--- src/hw/rtl/ppu_pkg.sv ---
// shared types and constants of the ascii ppm pixel parser
package ppu_pkg;

   localparam int REQ_TDATA_W = 8;
   localparam int RSP_TDATA_W = 80;
   localparam int RSP_TUSER_W = 2;
   localparam int ACC_W       = 16;

   localparam logic [7:0] CHAR_HASH  = 8'h23;
   localparam logic [7:0] CHAR_SPACE = 8'h20;
   localparam logic [7:0] CHAR_LF    = 8'h0A;
   localparam logic [7:0] CHAR_CR    = 8'h0D;
   localparam logic [7:0] CHAR_TAB   = 8'h09;
   localparam logic [7:0] CHAR_ZERO  = 8'h30;
   localparam logic [7:0] CHAR_NINE  = 8'h39;

   localparam logic [1:0] KIND_HEADER = 2'd0;
   localparam logic [1:0] KIND_PIXEL  = 2'd1;
   localparam logic [1:0] KIND_ERROR  = 2'd2;

   localparam logic [1:0] ERR_NONE     = 2'd0;
   localparam logic [1:0] ERR_BAD_CHAR = 2'd1;
   localparam logic [1:0] ERR_ZERO_DIM = 2'd2;
   localparam logic [1:0] ERR_EARLY    = 2'd3;

   typedef enum logic [1:0] {
      CLS_DIGIT = 2'd0,
      CLS_BLANK = 2'd1,
      CLS_HASH  = 2'd2,
      CLS_OTHER = 2'd3
   } char_class_type;

   // one classified byte as it waits in the queue
   typedef struct packed {
      char_class_type cls;
      logic           is_lf;
      logic           is_eol;
      logic [3:0]     digit;
      logic           eos;
   } byte_info_type;

   typedef enum logic [4:0] {
      PH_SKIP   = 5'b00001,
      PH_HEADER = 5'b00010,
      PH_PIXELS = 5'b00100,
      PH_DONE   = 5'b01000,
      PH_ERROR  = 5'b10000
   } phase_type;

endpackage

--- src/hw/rtl/ppu_front.sv ---
// front end: accepts input bytes and classifies them for the parser
module ppu_front (
   input  logic                  req_tvalid,
   output logic                  req_tready,
   input  logic [7:0]            req_tdata,
   input  logic                  req_tlast,
   input  logic                  queue_full,
   output logic                  push,
   output ppu_pkg::byte_info_type push_info
);
   import ppu_pkg::*;

   logic is_digit;
   logic is_blank;

   assign req_tready = ~queue_full;
   assign push       = req_tvalid & ~queue_full;

   assign is_digit = (req_tdata >= CHAR_ZERO) && (req_tdata <= CHAR_NINE);
   // space, tab, lf, vt, ff, cr
   assign is_blank = (req_tdata == CHAR_SPACE) ||
                     ((req_tdata >= CHAR_TAB) && (req_tdata <= CHAR_CR));

   always_comb begin
      priority if (is_digit) begin
         push_info.cls = CLS_DIGIT;
      end else if (is_blank) begin
         push_info.cls = CLS_BLANK;
      end else if (req_tdata == CHAR_HASH) begin
         push_info.cls = CLS_HASH;
      end else begin
         push_info.cls = CLS_OTHER;
      end
      push_info.is_lf  = (req_tdata == CHAR_LF);
      push_info.is_eol = (req_tdata == CHAR_LF) || (req_tdata == CHAR_CR);
      push_info.digit  = 4'(req_tdata - CHAR_ZERO);
      push_info.eos    = req_tlast;
   end

endmodule

--- src/hw/rtl/ppu_queue.sv ---
// two-entry queue of classified bytes between front and back
module ppu_queue (
   input  logic                  clock,
   input  logic                  reset,
   input  logic                  push,
   input  ppu_pkg::byte_info_type push_info,
   output logic                  full,
   input  logic                  pop,
   output logic                  head_valid,
   output ppu_pkg::byte_info_type head_info
);
   import ppu_pkg::*;

   byte_info_type entry_ff [2];
   logic          wr_ptr_ff, wr_ptr_in;
   logic          rd_ptr_ff, rd_ptr_in;
   logic [1:0]    count_ff, count_in;

   assign full       = (count_ff == 2'd2);
   assign head_valid = (count_ff != 2'd0);
   assign head_info  = entry_ff[rd_ptr_ff];

   always_comb begin
      wr_ptr_in = wr_ptr_ff ^ push;
      rd_ptr_in = rd_ptr_ff ^ pop;
      count_in  = count_ff + 2'(push) - 2'(pop);
   end

   always_ff @(posedge clock) begin
      if (reset) begin
         wr_ptr_ff <= 1'b0;
         rd_ptr_ff <= 1'b0;
         count_ff  <= 2'd0;
      end else begin
         wr_ptr_ff <= wr_ptr_in;
         rd_ptr_ff <= rd_ptr_in;
         count_ff  <= count_in;
      end
   end

   always_ff @(posedge clock) begin
      if (push) begin
         entry_ff[wr_ptr_ff] <= push_info;
      end
   end

endmodule

--- src/hw/rtl/ppu_back.sv ---
// back end: number parsing, header and pixel assembly, result register
module ppu_back #(
   parameter int DIM_BITS = 16
) (
   input  logic                          clock,
   input  logic                          reset,
   input  logic                          head_valid,
   input  ppu_pkg::byte_info_type         head_info,
   output logic                          pop,
   output logic                          rsp_tvalid,
   input  logic                          rsp_tready,
   output logic [ppu_pkg::RSP_TDATA_W-1:0] rsp_tdata,
   output logic [ppu_pkg::RSP_TUSER_W-1:0] rsp_tuser,
   output logic                          rsp_tlast
);
   import ppu_pkg::*;

   localparam int LEFT_W = 2 * DIM_BITS;
   localparam logic [ACC_W-1:0] DIM_MAX = ACC_W'((1 << DIM_BITS) - 1);

   phase_type           phase_ff, phase_in;
   logic                comment_ff, comment_in;
   logic                innum_ff, innum_in;
   logic [ACC_W-1:0]    acc_ff, acc_in;
   logic [1:0]          fidx_ff, fidx_in;
   logic [DIM_BITS-1:0] width_ff, width_in;
   logic [DIM_BITS-1:0] height_ff, height_in;
   logic [7:0]          red_ff, red_in;
   logic [7:0]          green_ff, green_in;
   logic [LEFT_W-1:0]   left_ff, left_in;

   logic                active, in_header;
   logic                digit_case, sep_case, bad_case, end_case;
   logic [ACC_W-1:0]    acc_base, limit, acc_new, end_val;
   logic [ACC_W+3:0]    prod;

   logic                res_valid;
   logic [1:0]          res_kind, res_err;
   logic [15:0]         res_width, res_height, res_max;
   logic [7:0]          res_red, res_green, res_blue;
   logic                res_last;

   logic                out_valid_ff;
   logic [1:0]          out_kind_ff, out_err_ff;
   logic [15:0]         out_width_ff, out_height_ff, out_max_ff;
   logic [7:0]          out_red_ff, out_green_ff, out_blue_ff;
   logic                out_last_ff;

   assign pop = head_valid & (~out_valid_ff | rsp_tready);

   assign in_header  = (phase_ff == PH_HEADER);
   assign active     = in_header || (phase_ff == PH_PIXELS);
   assign digit_case = active & ~comment_ff & (head_info.cls == CLS_DIGIT);
   assign sep_case   = active & ~comment_ff &
                       ((head_info.cls == CLS_BLANK) || (head_info.cls == CLS_HASH));
   assign bad_case   = active & ~comment_ff & (head_info.cls == CLS_OTHER);
   // a number ends at a separator, or at the final byte when that byte is a digit
   assign end_case   = (sep_case & innum_ff) | (digit_case & head_info.eos);

   // accumulator times ten plus digit, saturated in the header, wrapped for samples
   always_comb begin
      acc_base = innum_ff ? acc_ff : '0;
      prod     = {1'b0, acc_base, 3'b000} + {3'b000, acc_base, 1'b0} +
                 (ACC_W+4)'(head_info.digit);
      limit    = (fidx_ff < 2'd2) ? DIM_MAX : '1;
      if (in_header) begin
         acc_new = (prod > (ACC_W+4)'(limit)) ? limit : prod[ACC_W-1:0];
      end else begin
         acc_new = prod[ACC_W-1:0];
      end
      end_val = digit_case ? acc_new : acc_ff;
   end

   always_comb begin
      phase_in   = phase_ff;
      comment_in = comment_ff;
      innum_in   = innum_ff;
      acc_in     = acc_ff;
      fidx_in    = fidx_ff;
      width_in   = width_ff;
      height_in  = height_ff;
      red_in     = red_ff;
      green_in   = green_ff;
      left_in    = left_ff;

      res_valid  = 1'b0;
      res_kind   = KIND_HEADER;
      res_err    = ERR_NONE;
      res_width  = '0;
      res_height = '0;
      res_max    = '0;
      res_red    = '0;
      res_green  = '0;
      res_blue   = '0;
      res_last   = 1'b0;

      if (pop) begin
         if ((phase_ff == PH_SKIP) && head_info.is_lf) begin
            phase_in = PH_HEADER;
         end
         if (active && comment_ff && head_info.is_eol) begin
            comment_in = 1'b0;
         end
         if (sep_case && (head_info.cls == CLS_HASH)) begin
            comment_in = 1'b1;
         end
         if (digit_case) begin
            acc_in   = acc_new;
            innum_in = 1'b1;
         end
         if (bad_case) begin
            res_valid = 1'b1;
            res_kind  = KIND_ERROR;
            res_err   = ERR_BAD_CHAR;
            phase_in  = PH_ERROR;
         end

         if (end_case) begin
            innum_in = 1'b0;
            acc_in   = '0;
            if (in_header) begin
               priority if (fidx_ff == 2'd0) begin
                  width_in = end_val[DIM_BITS-1:0];
                  fidx_in  = 2'd1;
               end else if (fidx_ff == 2'd1) begin
                  height_in = end_val[DIM_BITS-1:0];
                  fidx_in   = 2'd2;
               end else begin
                  fidx_in   = 2'd0;
                  res_valid = 1'b1;
                  if ((width_ff == '0) || (height_ff == '0)) begin
                     res_kind = KIND_ERROR;
                     res_err  = ERR_ZERO_DIM;
                     phase_in = PH_ERROR;
                  end else begin
                     left_in    = LEFT_W'(width_ff) * LEFT_W'(height_ff);
                     res_kind   = KIND_HEADER;
                     res_width  = 16'(width_ff);
                     res_height = 16'(height_ff);
                     res_max    = end_val;
                     phase_in   = PH_PIXELS;
                  end
               end
            end else begin
               priority if (fidx_ff == 2'd0) begin
                  red_in  = end_val[7:0];
                  fidx_in = 2'd1;
               end else if (fidx_ff == 2'd1) begin
                  green_in = end_val[7:0];
                  fidx_in  = 2'd2;
               end else begin
                  fidx_in   = 2'd0;
                  left_in   = left_ff - LEFT_W'(1);
                  res_valid = 1'b1;
                  res_kind  = KIND_PIXEL;
                  res_red   = red_ff;
                  res_green = green_ff;
                  res_blue  = end_val[7:0];
                  res_last  = (left_ff == LEFT_W'(1));
                  if (left_ff == LEFT_W'(1)) begin
                     phase_in = PH_DONE;
                  end
               end
            end
         end

         if (head_info.eos) begin
            // end of file before the image is complete overrides any header or pixel
            if ((phase_in == PH_SKIP) || (phase_in == PH_HEADER) ||
                (phase_in == PH_PIXELS)) begin
               res_valid  = 1'b1;
               res_kind   = KIND_ERROR;
               res_err    = ERR_EARLY;
               res_width  = '0;
               res_height = '0;
               res_max    = '0;
               res_red    = '0;
               res_green  = '0;
               res_blue   = '0;
               res_last   = 1'b0;
            end
            phase_in   = PH_SKIP;
            comment_in = 1'b0;
            innum_in   = 1'b0;
            acc_in     = '0;
            fidx_in    = 2'd0;
         end
      end
   end

   always_ff @(posedge clock) begin
      if (reset) begin
         phase_ff   <= PH_SKIP;
         comment_ff <= 1'b0;
         innum_ff   <= 1'b0;
         fidx_ff    <= 2'd0;
      end else begin
         phase_ff   <= phase_in;
         comment_ff <= comment_in;
         innum_ff   <= innum_in;
         fidx_ff    <= fidx_in;
      end
   end

   always_ff @(posedge clock) begin
      acc_ff    <= acc_in;
      width_ff  <= width_in;
      height_ff <= height_in;
      red_ff    <= red_in;
      green_ff  <= green_in;
      left_ff   <= left_in;
   end

   // result register
   always_ff @(posedge clock) begin
      if (reset) begin
         out_valid_ff <= 1'b0;
      end else if (pop && res_valid) begin
         out_valid_ff <= 1'b1;
      end else if (rsp_tready) begin
         out_valid_ff <= 1'b0;
      end
   end

   always_ff @(posedge clock) begin
      if (pop && res_valid) begin
         out_kind_ff   <= res_kind;
         out_err_ff    <= res_err;
         out_width_ff  <= res_width;
         out_height_ff <= res_height;
         out_max_ff    <= res_max;
         out_red_ff    <= res_red;
         out_green_ff  <= res_green;
         out_blue_ff   <= res_blue;
         out_last_ff   <= res_last;
      end
   end

   assign rsp_tvalid = out_valid_ff;
   assign rsp_tuser  = out_kind_ff;
   assign rsp_tlast  = out_last_ff;
   assign rsp_tdata  = {6'b0, out_err_ff, out_blue_ff, out_green_ff, out_red_ff,
                        out_max_ff, out_height_ff, out_width_ff};

endmodule

--- src/hw/rtl/ppm_ascii_pixel_parser_unit.sv ---
// top level of the ascii ppm (p3) pixel parser
//
// req channel: one file character per item, tlast on the final byte of the file
// rsp channel: one item per header, pixel or error; tuser gives its kind
// (header, pixel, error) and tlast marks the pixel completing width times height
// the first line is skipped, '#' comments run to lf or cr, numbers are decimal
// throughput: one byte per clock while rsp is not stalled, whatever the byte contents
// a result shows on rsp once the byte that ends it has passed through the queue
// and the parser has written the result into the result register
// the front classifies bytes into a two-entry queue; the parser pops one entry
// a cycle while the result register is empty or being drained
// when rsp stalls with a result held, the parser waits and the queue fills;
// req_tready drops only once both queue entries are taken
// reset clears the queue, the result register and the parser to the state
// of skipping the first line; the byte with tlast returns the parser there too
// after an error, bytes are dropped up to the end of the file
module ppm_ascii_pixel_parser_unit #(
   parameter int DIM_BITS = 16   // width and height saturate at 2**DIM_BITS-1
) (
   input  logic                            clock,
   input  logic                            reset,
   input  logic                            req_tvalid,
   output logic                            req_tready,
   input  logic [ppu_pkg::REQ_TDATA_W-1:0] req_tdata,   // byte_in[7:0]
   input  logic                            req_tlast,   // end_of_stream
   output logic                            rsp_tvalid,
   input  logic                            rsp_tready,
   // image_width[15:0], image_height[31:16], max_value[47:32], red[55:48],
   // green[63:56], blue[71:64], error_code[73:72], zero fill[79:74]
   output logic [ppu_pkg::RSP_TDATA_W-1:0] rsp_tdata,
   output logic [ppu_pkg::RSP_TUSER_W-1:0] rsp_tuser,   // kind[1:0]
   output logic                            rsp_tlast    // last_pixel
);
   import ppu_pkg::*;

   logic          push, queue_full, head_valid, pop;
   byte_info_type push_info, head_info;

   // classify incoming characters
   ppu_front u_front (
      .req_tvalid (req_tvalid),
      .req_tready (req_tready),
      .req_tdata  (req_tdata),
      .req_tlast  (req_tlast),
      .queue_full (queue_full),
      .push       (push),
      .push_info  (push_info)
   );

   // decouples byte intake from result stalls
   ppu_queue u_queue (
      .clock      (clock),
      .reset      (reset),
      .push       (push),
      .push_info  (push_info),
      .full       (queue_full),
      .pop        (pop),
      .head_valid (head_valid),
      .head_info  (head_info)
   );

   // parsing state and result register
   ppu_back #(
      .DIM_BITS (DIM_BITS)
   ) u_back (
      .clock      (clock),
      .reset      (reset),
      .head_valid (head_valid),
      .head_info  (head_info),
      .pop        (pop),
      .rsp_tvalid (rsp_tvalid),
      .rsp_tready (rsp_tready),
      .rsp_tdata  (rsp_tdata),
      .rsp_tuser  (rsp_tuser),
      .rsp_tlast  (rsp_tlast)
   );

endmodule

--- config.mk ---
export PLATFORM = sky130hd
export DESIGN_NAME = ppm_ascii_pixel_parser_unit
export DESIGN_NICKNAME = d
export VERILOG_FILES = /design/src/hw/rtl/ppu_pkg.sv /design/src/hw/rtl/ppu_front.sv /design/src/hw/rtl/ppu_queue.sv /design/src/hw/rtl/ppu_back.sv /design/src/hw/rtl/ppm_ascii_pixel_parser_unit.sv
export SDC_FILE = /design/constraint.sdc
export NUM_CORES = 1
export LEC_CHECK = 0
export ABC_CLOCK_PERIOD_IN_PS = 8950
export BUFFER_PORTS_ARGS = -buffer_cell sky130_fd_sc_hd__clkbuf_2
export CAP_MARGIN = 20
export CORE_UTILIZATION = 40
export CTS_CLUSTER_SIZE = 20
export DETAILED_ROUTE_END_ITERATION = 10
export RECOVER_POWER = 25
export SKIP_LAST_GASP = 1
export SLEW_MARGIN = 20
export SYNTH_ARGS = -nofsm -noshare
export SYNTH_HDL_FRONTEND = slang
export SYNTH_SLANG_ARGS = --single-unit
--- constraint.sdc ---
create_clock -name clock -period 8.95 [get_ports clock]
set_input_delay 1.3425 -clock clock [delete_from_list [all_inputs] [get_ports clock]]
set_output_delay 1.3425 -clock clock [all_outputs]
set_load 0.01 [all_outputs]
==> results <==
- The clock reaches the later pin of the worst-skew pair after 540 ps.
- The post-synth design cell area is 18500 sq um.
- The clock arrives with 15.7 ps of skew.
- The count of nets left with antenna violations once routing finished came out at 0.
- The portion of total power attributed to sequential cells is 0.491.
- The number of antenna violations at the first check in global routing is 0.
- The clock tree from TritonCTS is done.
- The global placement routability congestion is 0.883.
- The clock network fraction of total power is 0.310.
- The worst setup path is launched from a flip-flop.
- Of the total synthesized cell area, the portion taken by AND, OR, NAND and NOR gates is 0.163.
- The post-cts resize count is 0.
- The cell-internal power is 1.93 mW.
- The overall via count from detail_route is 13400.
- CTS built an H-tree with a depth of 1.
- The final number of max-transition violations is 53.
- Headroom to the max-slew limit came out at -0.457.
- Clock-pin slew was measured on the worst setup and hold paths at 70 ps.
- The fraction of final layout cells with drive strength greater than 1 is 0.0536.
- The most repeated cell in the gate-level netlist after synthesis is sky130_fd_sc_hd__inv_1.
- The count of buffers added on input and output ports is 91.
- The ratio of total power to cell area is 139 nW/um^2.
- The most used flip-flop cell after synthesis is sky130_fd_sc_hd__edfxtp_1.
- Counting instances in the post-synthesis netlist gives the leading cell types as sky130_fd_sc_hd__inv_1, sky130_fd_sc_hd__nand2_1, sky130_fd_sc_hd__fa_1.
- Compared with the post-synthesis result, the final layout area differs by 8.46%.
- Dividing the synthesized area by the synthesized cell count gives 10.2 sq um.
- Setup slack on the critical path of the routed design comes to 1880 ps.
- For this run, the number of standard cells in the final layout without fillers is 2484.
- The number of cells after detailed placement is 2446.
- The share of synthesized area in the top cell type comes to 0.310.
- The die extent in y is 217 um.
- The synthesized-area fraction occupied by ao, oa, aoi and oai cells is 0.0970.
- The die covers 47100 sq um.
- The worst setup path is of the reg2reg kind.
- The flow ran to the end, but the final reports show violations.
- The main combinational cell family by area after synthesis is adder cells.
- The final-layout setup total negative slack is 0 ps.
- The top cell type by total area after synthesis is sky130_fd_sc_hd__edfxtp_1.
- Based on the critical path, the design can be clocked at up to 0.141 GHz.
- The final reports fail on capacitance limit, slew limit.
- The arithmetic-cell share of the synthesized area counting full adders, half adders and majority gates is 0.308.
- Yosys mapped the design onto 72 distinct sky130hd cell types.
- The area of the placeable core is 45500 sq um.
- For the finished layout, the period the worst path requires is 7070 ps.
- IR analysis of the VDD net gives a maximum drop of 168 uV.
- The number of clock sinks is 205.
- After detailed routing, the total wire length is 45.7 mm.
- The worst path required time is 9160 ps.
- For the pin with the worst max-slew slack, the measured transition is 2190 ps.
- The post-detailed-route wirelength per cell is 18.4 um.
- STA classifies the critical path endpoint as a flip-flop.
- The post-synthesis xor/xnor area fraction is 0.0307.
- On the critical path, the stage with the largest delay is an instance of sky130_fd_sc_hd__edfxtp_1.
- In this design, the critical path's most frequently occurring cell is sky130_fd_sc_hd__fa_1.
- Along the worst path, the maximum fanout reaches 18.
- The first detailed-routing pass took 5 iterations.
- The number of buffers on the longest clock path is 3.
- The TritonCTS buffer count is 22.
- Counting flops with an async set or reset pin after synthesis yields a share of 0.
- Of the total power, the share spent switching nets is 0.309.
- The arrival time of the worst setup path is 7280 ps.
- Synthesis handed over a netlist of 1818 instances.
- On the worst path, the slowest cell contributes a delay of 940 ps.
- Of the available clock period, the critical path in the final layout requires 0.790.
- After clock tree synthesis, the flow added hold-fix buffers numbering 0.
- Measured against the total synthesized area, the mux share comes to 0.00534.
- The number of synthesis warnings is 0.
- Yosys attributes the largest share of cell area to sky130_fd_sc_hd__edfxtp_1, sky130_fd_sc_hd__fa_1, sky130_fd_sc_hd__ha_1.
- The number of storage elements in the synthesis netlist is 205.
- Entering global routing, the biggest net connects 66 pins.
- The average via count per standard cell is 5.39.
- The signal on the critical path passes through nand2_1 -> fa_1 -> fa_1 -> fa_1 -> inv_1 -> fa_1 -> fa_1 -> inv_1 -> fa_1 -> inv_1 -> ha_1 -> a211o_1 -> a2111o_1 -> o21ai_0 -> o211ai_1 -> a311oi_1 -> a31oi_1 -> xnor2_1 -> o21ai_0.
- The overall overflow remaining after global route is 0.
- The type of the worst min-delay path is reg2reg.
- The buffer type at the clock tree root is sky130_fd_sc_hd__clkbuf_16.
- The final setup violation count is 0.
- The placement row count is 78.
- The share of the Yosys chip area taken by registers is 0.325.
- The first global-routing pass estimated 74.0 mm of wire.
- For this run, the share of the core covered by cells in the final layout is 0.442.
- The share of total power dissipated in combinational logic is 0.199.
- The starting utilization of the core area is 0.407.
- The count of boundary I/O pins is 98.
- The count of flip-flops with a built-in enable after synthesis is 191.
- In the routed design, unresolved DRC markers number 0.
- The number of violations of the max-capacitance limit is 1.
- The number of post-CTS setup repair buffers is 0.
- The starting DRC count in detailed routing is 838.
- The combined global-route utilization of all metal layers is 0.200.
- The post-layout net count is 2222.
- The worst setup timing slack at the placement stage is 1970 ps.
- The number of hold violations in the final report was 0.
- In this run the horizontal extent of the chip is 217 um.
- The number of global-route vias before repair is 13500.
- The reported net switching power is 0.864 mW.
- The total chip power is 2.79 mW.
- The static power due to leakage is 8.73 nW.
- Setup repair after global routing left no endpoint under its margin.
- The estimated wirelength of the detail-placed design is 34.3 mm.
- The antenna diode count is 0.
kinds of logic after synthesis:
kind of cell,Yosys count
simple gates,601
fa+ha+maj,339
buf+inv,334
compound gates,264
flops,205
xor+xnor,65
mux,9
other cells,1
layer usage:
metal  GRT usage  up-vias  part of all wire
li1            -     6166                 -
met1       0.264     6735              0.42
met2       0.341      403              0.49
met3      0.0267       74             0.057
met4      0.0613        0             0.032
met5           0        -                 0
flip-flops by register name, summed over array words and instances (netlist names), 16 cells and up:
signal                cells
u_back.left_ff           32
u_queue.entry_ff         18
u_back.acc_ff            16
u_back.height_ff         16
u_back.out_height_ff     16
u_back.out_max_ff        16
u_back.out_width_ff      16
u_back.width_ff          16
final timing paths:
check	start	end	slack [ps]	cells after the start
setup / recovery	u_back.width_ff[10]	u_back.left_ff[31]	1880	19
hold / removal	u_back.comment_ff	u_back.comment_ff	480	2
setup reg to reg	u_back.width_ff[10]	u_back.left_ff[31]	1880	19
hold reg to reg	u_back.comment_ff	u_back.comment_ff	480	2
per-stage QoR:
step           hold slack (ps)  area, sq um
3_3_place_gp               473        19500
5_1_grt                    513        20100
6_report                   483        20100
4_1_cts                    491        20200
3_5_place_dp               482        19500
2_1_floorplan              455        18500
placed cells by master (no fill, tap or decap), types with 7 or more instances in the layout:
| cell type | synthesis | layout |
|---|---|---|
| sky130_fd_sc_hd__inv_1 | 253 | 253 |
| sky130_fd_sc_hd__nand2_1 | 221 | 221 |
| sky130_fd_sc_hd__fa_1 | 195 | 195 |
| sky130_fd_sc_hd__edfxtp_1 | 191 | 191 |
| sky130_fd_sc_hd__and2_1 | 171 | 169 |
| sky130_fd_sc_hd__ha_1 | 144 | 144 |
| sky130_fd_sc_hd__nor2_1 | 76 | 76 |
| sky130_fd_sc_hd__a21oi_1 | 66 | 66 |
| sky130_fd_sc_hd__clkbuf_1 | 62 | 64 |
| sky130_fd_sc_hd__o21ai_0 | 50 | 51 |
| sky130_fd_sc_hd__xor2_1 | 36 | 36 |
| sky130_fd_sc_hd__clkbuf_2 | 0 | 30 |
| sky130_fd_sc_hd__xnor2_1 | 29 | 29 |
| sky130_fd_sc_hd__and3_1 | 25 | 24 |
| sky130_fd_sc_hd__nand3_1 | 22 | 22 |
| sky130_fd_sc_hd__a21o_1 | 22 | 22 |
| sky130_fd_sc_hd__clkbuf_16 | 0 | 22 |
| sky130_fd_sc_hd__nor4_1 | 22 | 20 |
| sky130_fd_sc_hd__a31oi_1 | 19 | 19 |
| sky130_fd_sc_hd__a211oi_1 | 19 | 19 |
| sky130_fd_sc_hd__nor3_1 | 18 | 18 |
| sky130_fd_sc_hd__dfxtp_1 | 14 | 14 |
| sky130_fd_sc_hd__buf_4 | 8 | 10 |
| sky130_fd_sc_hd__clkinv_1 | 0 | 9 |
| sky130_fd_sc_hd__nand2b_1 | 8 | 8 |
| sky130_fd_sc_hd__nand4_1 | 8 | 8 |
| sky130_fd_sc_hd__o21a_1 | 8 | 8 |
| sky130_fd_sc_hd__o31ai_1 | 8 | 8 |
| sky130_fd_sc_hd__o221a_2 | 8 | 8 |
| sky130_fd_sc_hd__nor2b_1 | 7 | 7 |
cell type report:
cell class,instances,area (sq um)
sequential,205,6020
fill,4452,25400
multi-input combinational,1284,11200
timing repair buffer,103,462
inverter,254,953
clock inverter,15,113
clock buffer,23,554
tap,600,751
worst max-delay path, delay by kind of cell (launching register included):
| kind | cells | cell delay (ps) |
|---|---|---|
| AO/OA/AOI/OAI | 7 | 1940 |
| XOR/XNOR | 1 | 170 |
| adder cells (fa/ha/maj) | 7 | 3340 |
| buffers and inverters | 3 | 150 |
| flip-flops | 1 | 940 |
| AND/OR/NAND/NOR | 1 | 180 |
power groups by stage:
stage	Combinational [mW]	Clock, mW	Sequential [mW]
global placement	0.569	0	1.39
global route	0.608	0.920	1.39
finish	0.556	0.867	1.37
detailed placement	0.577	0	1.39
CTS	0.580	0.888	1.37
floorplan	0.289	0	1.43
Power figures use the tool's default switching activity.
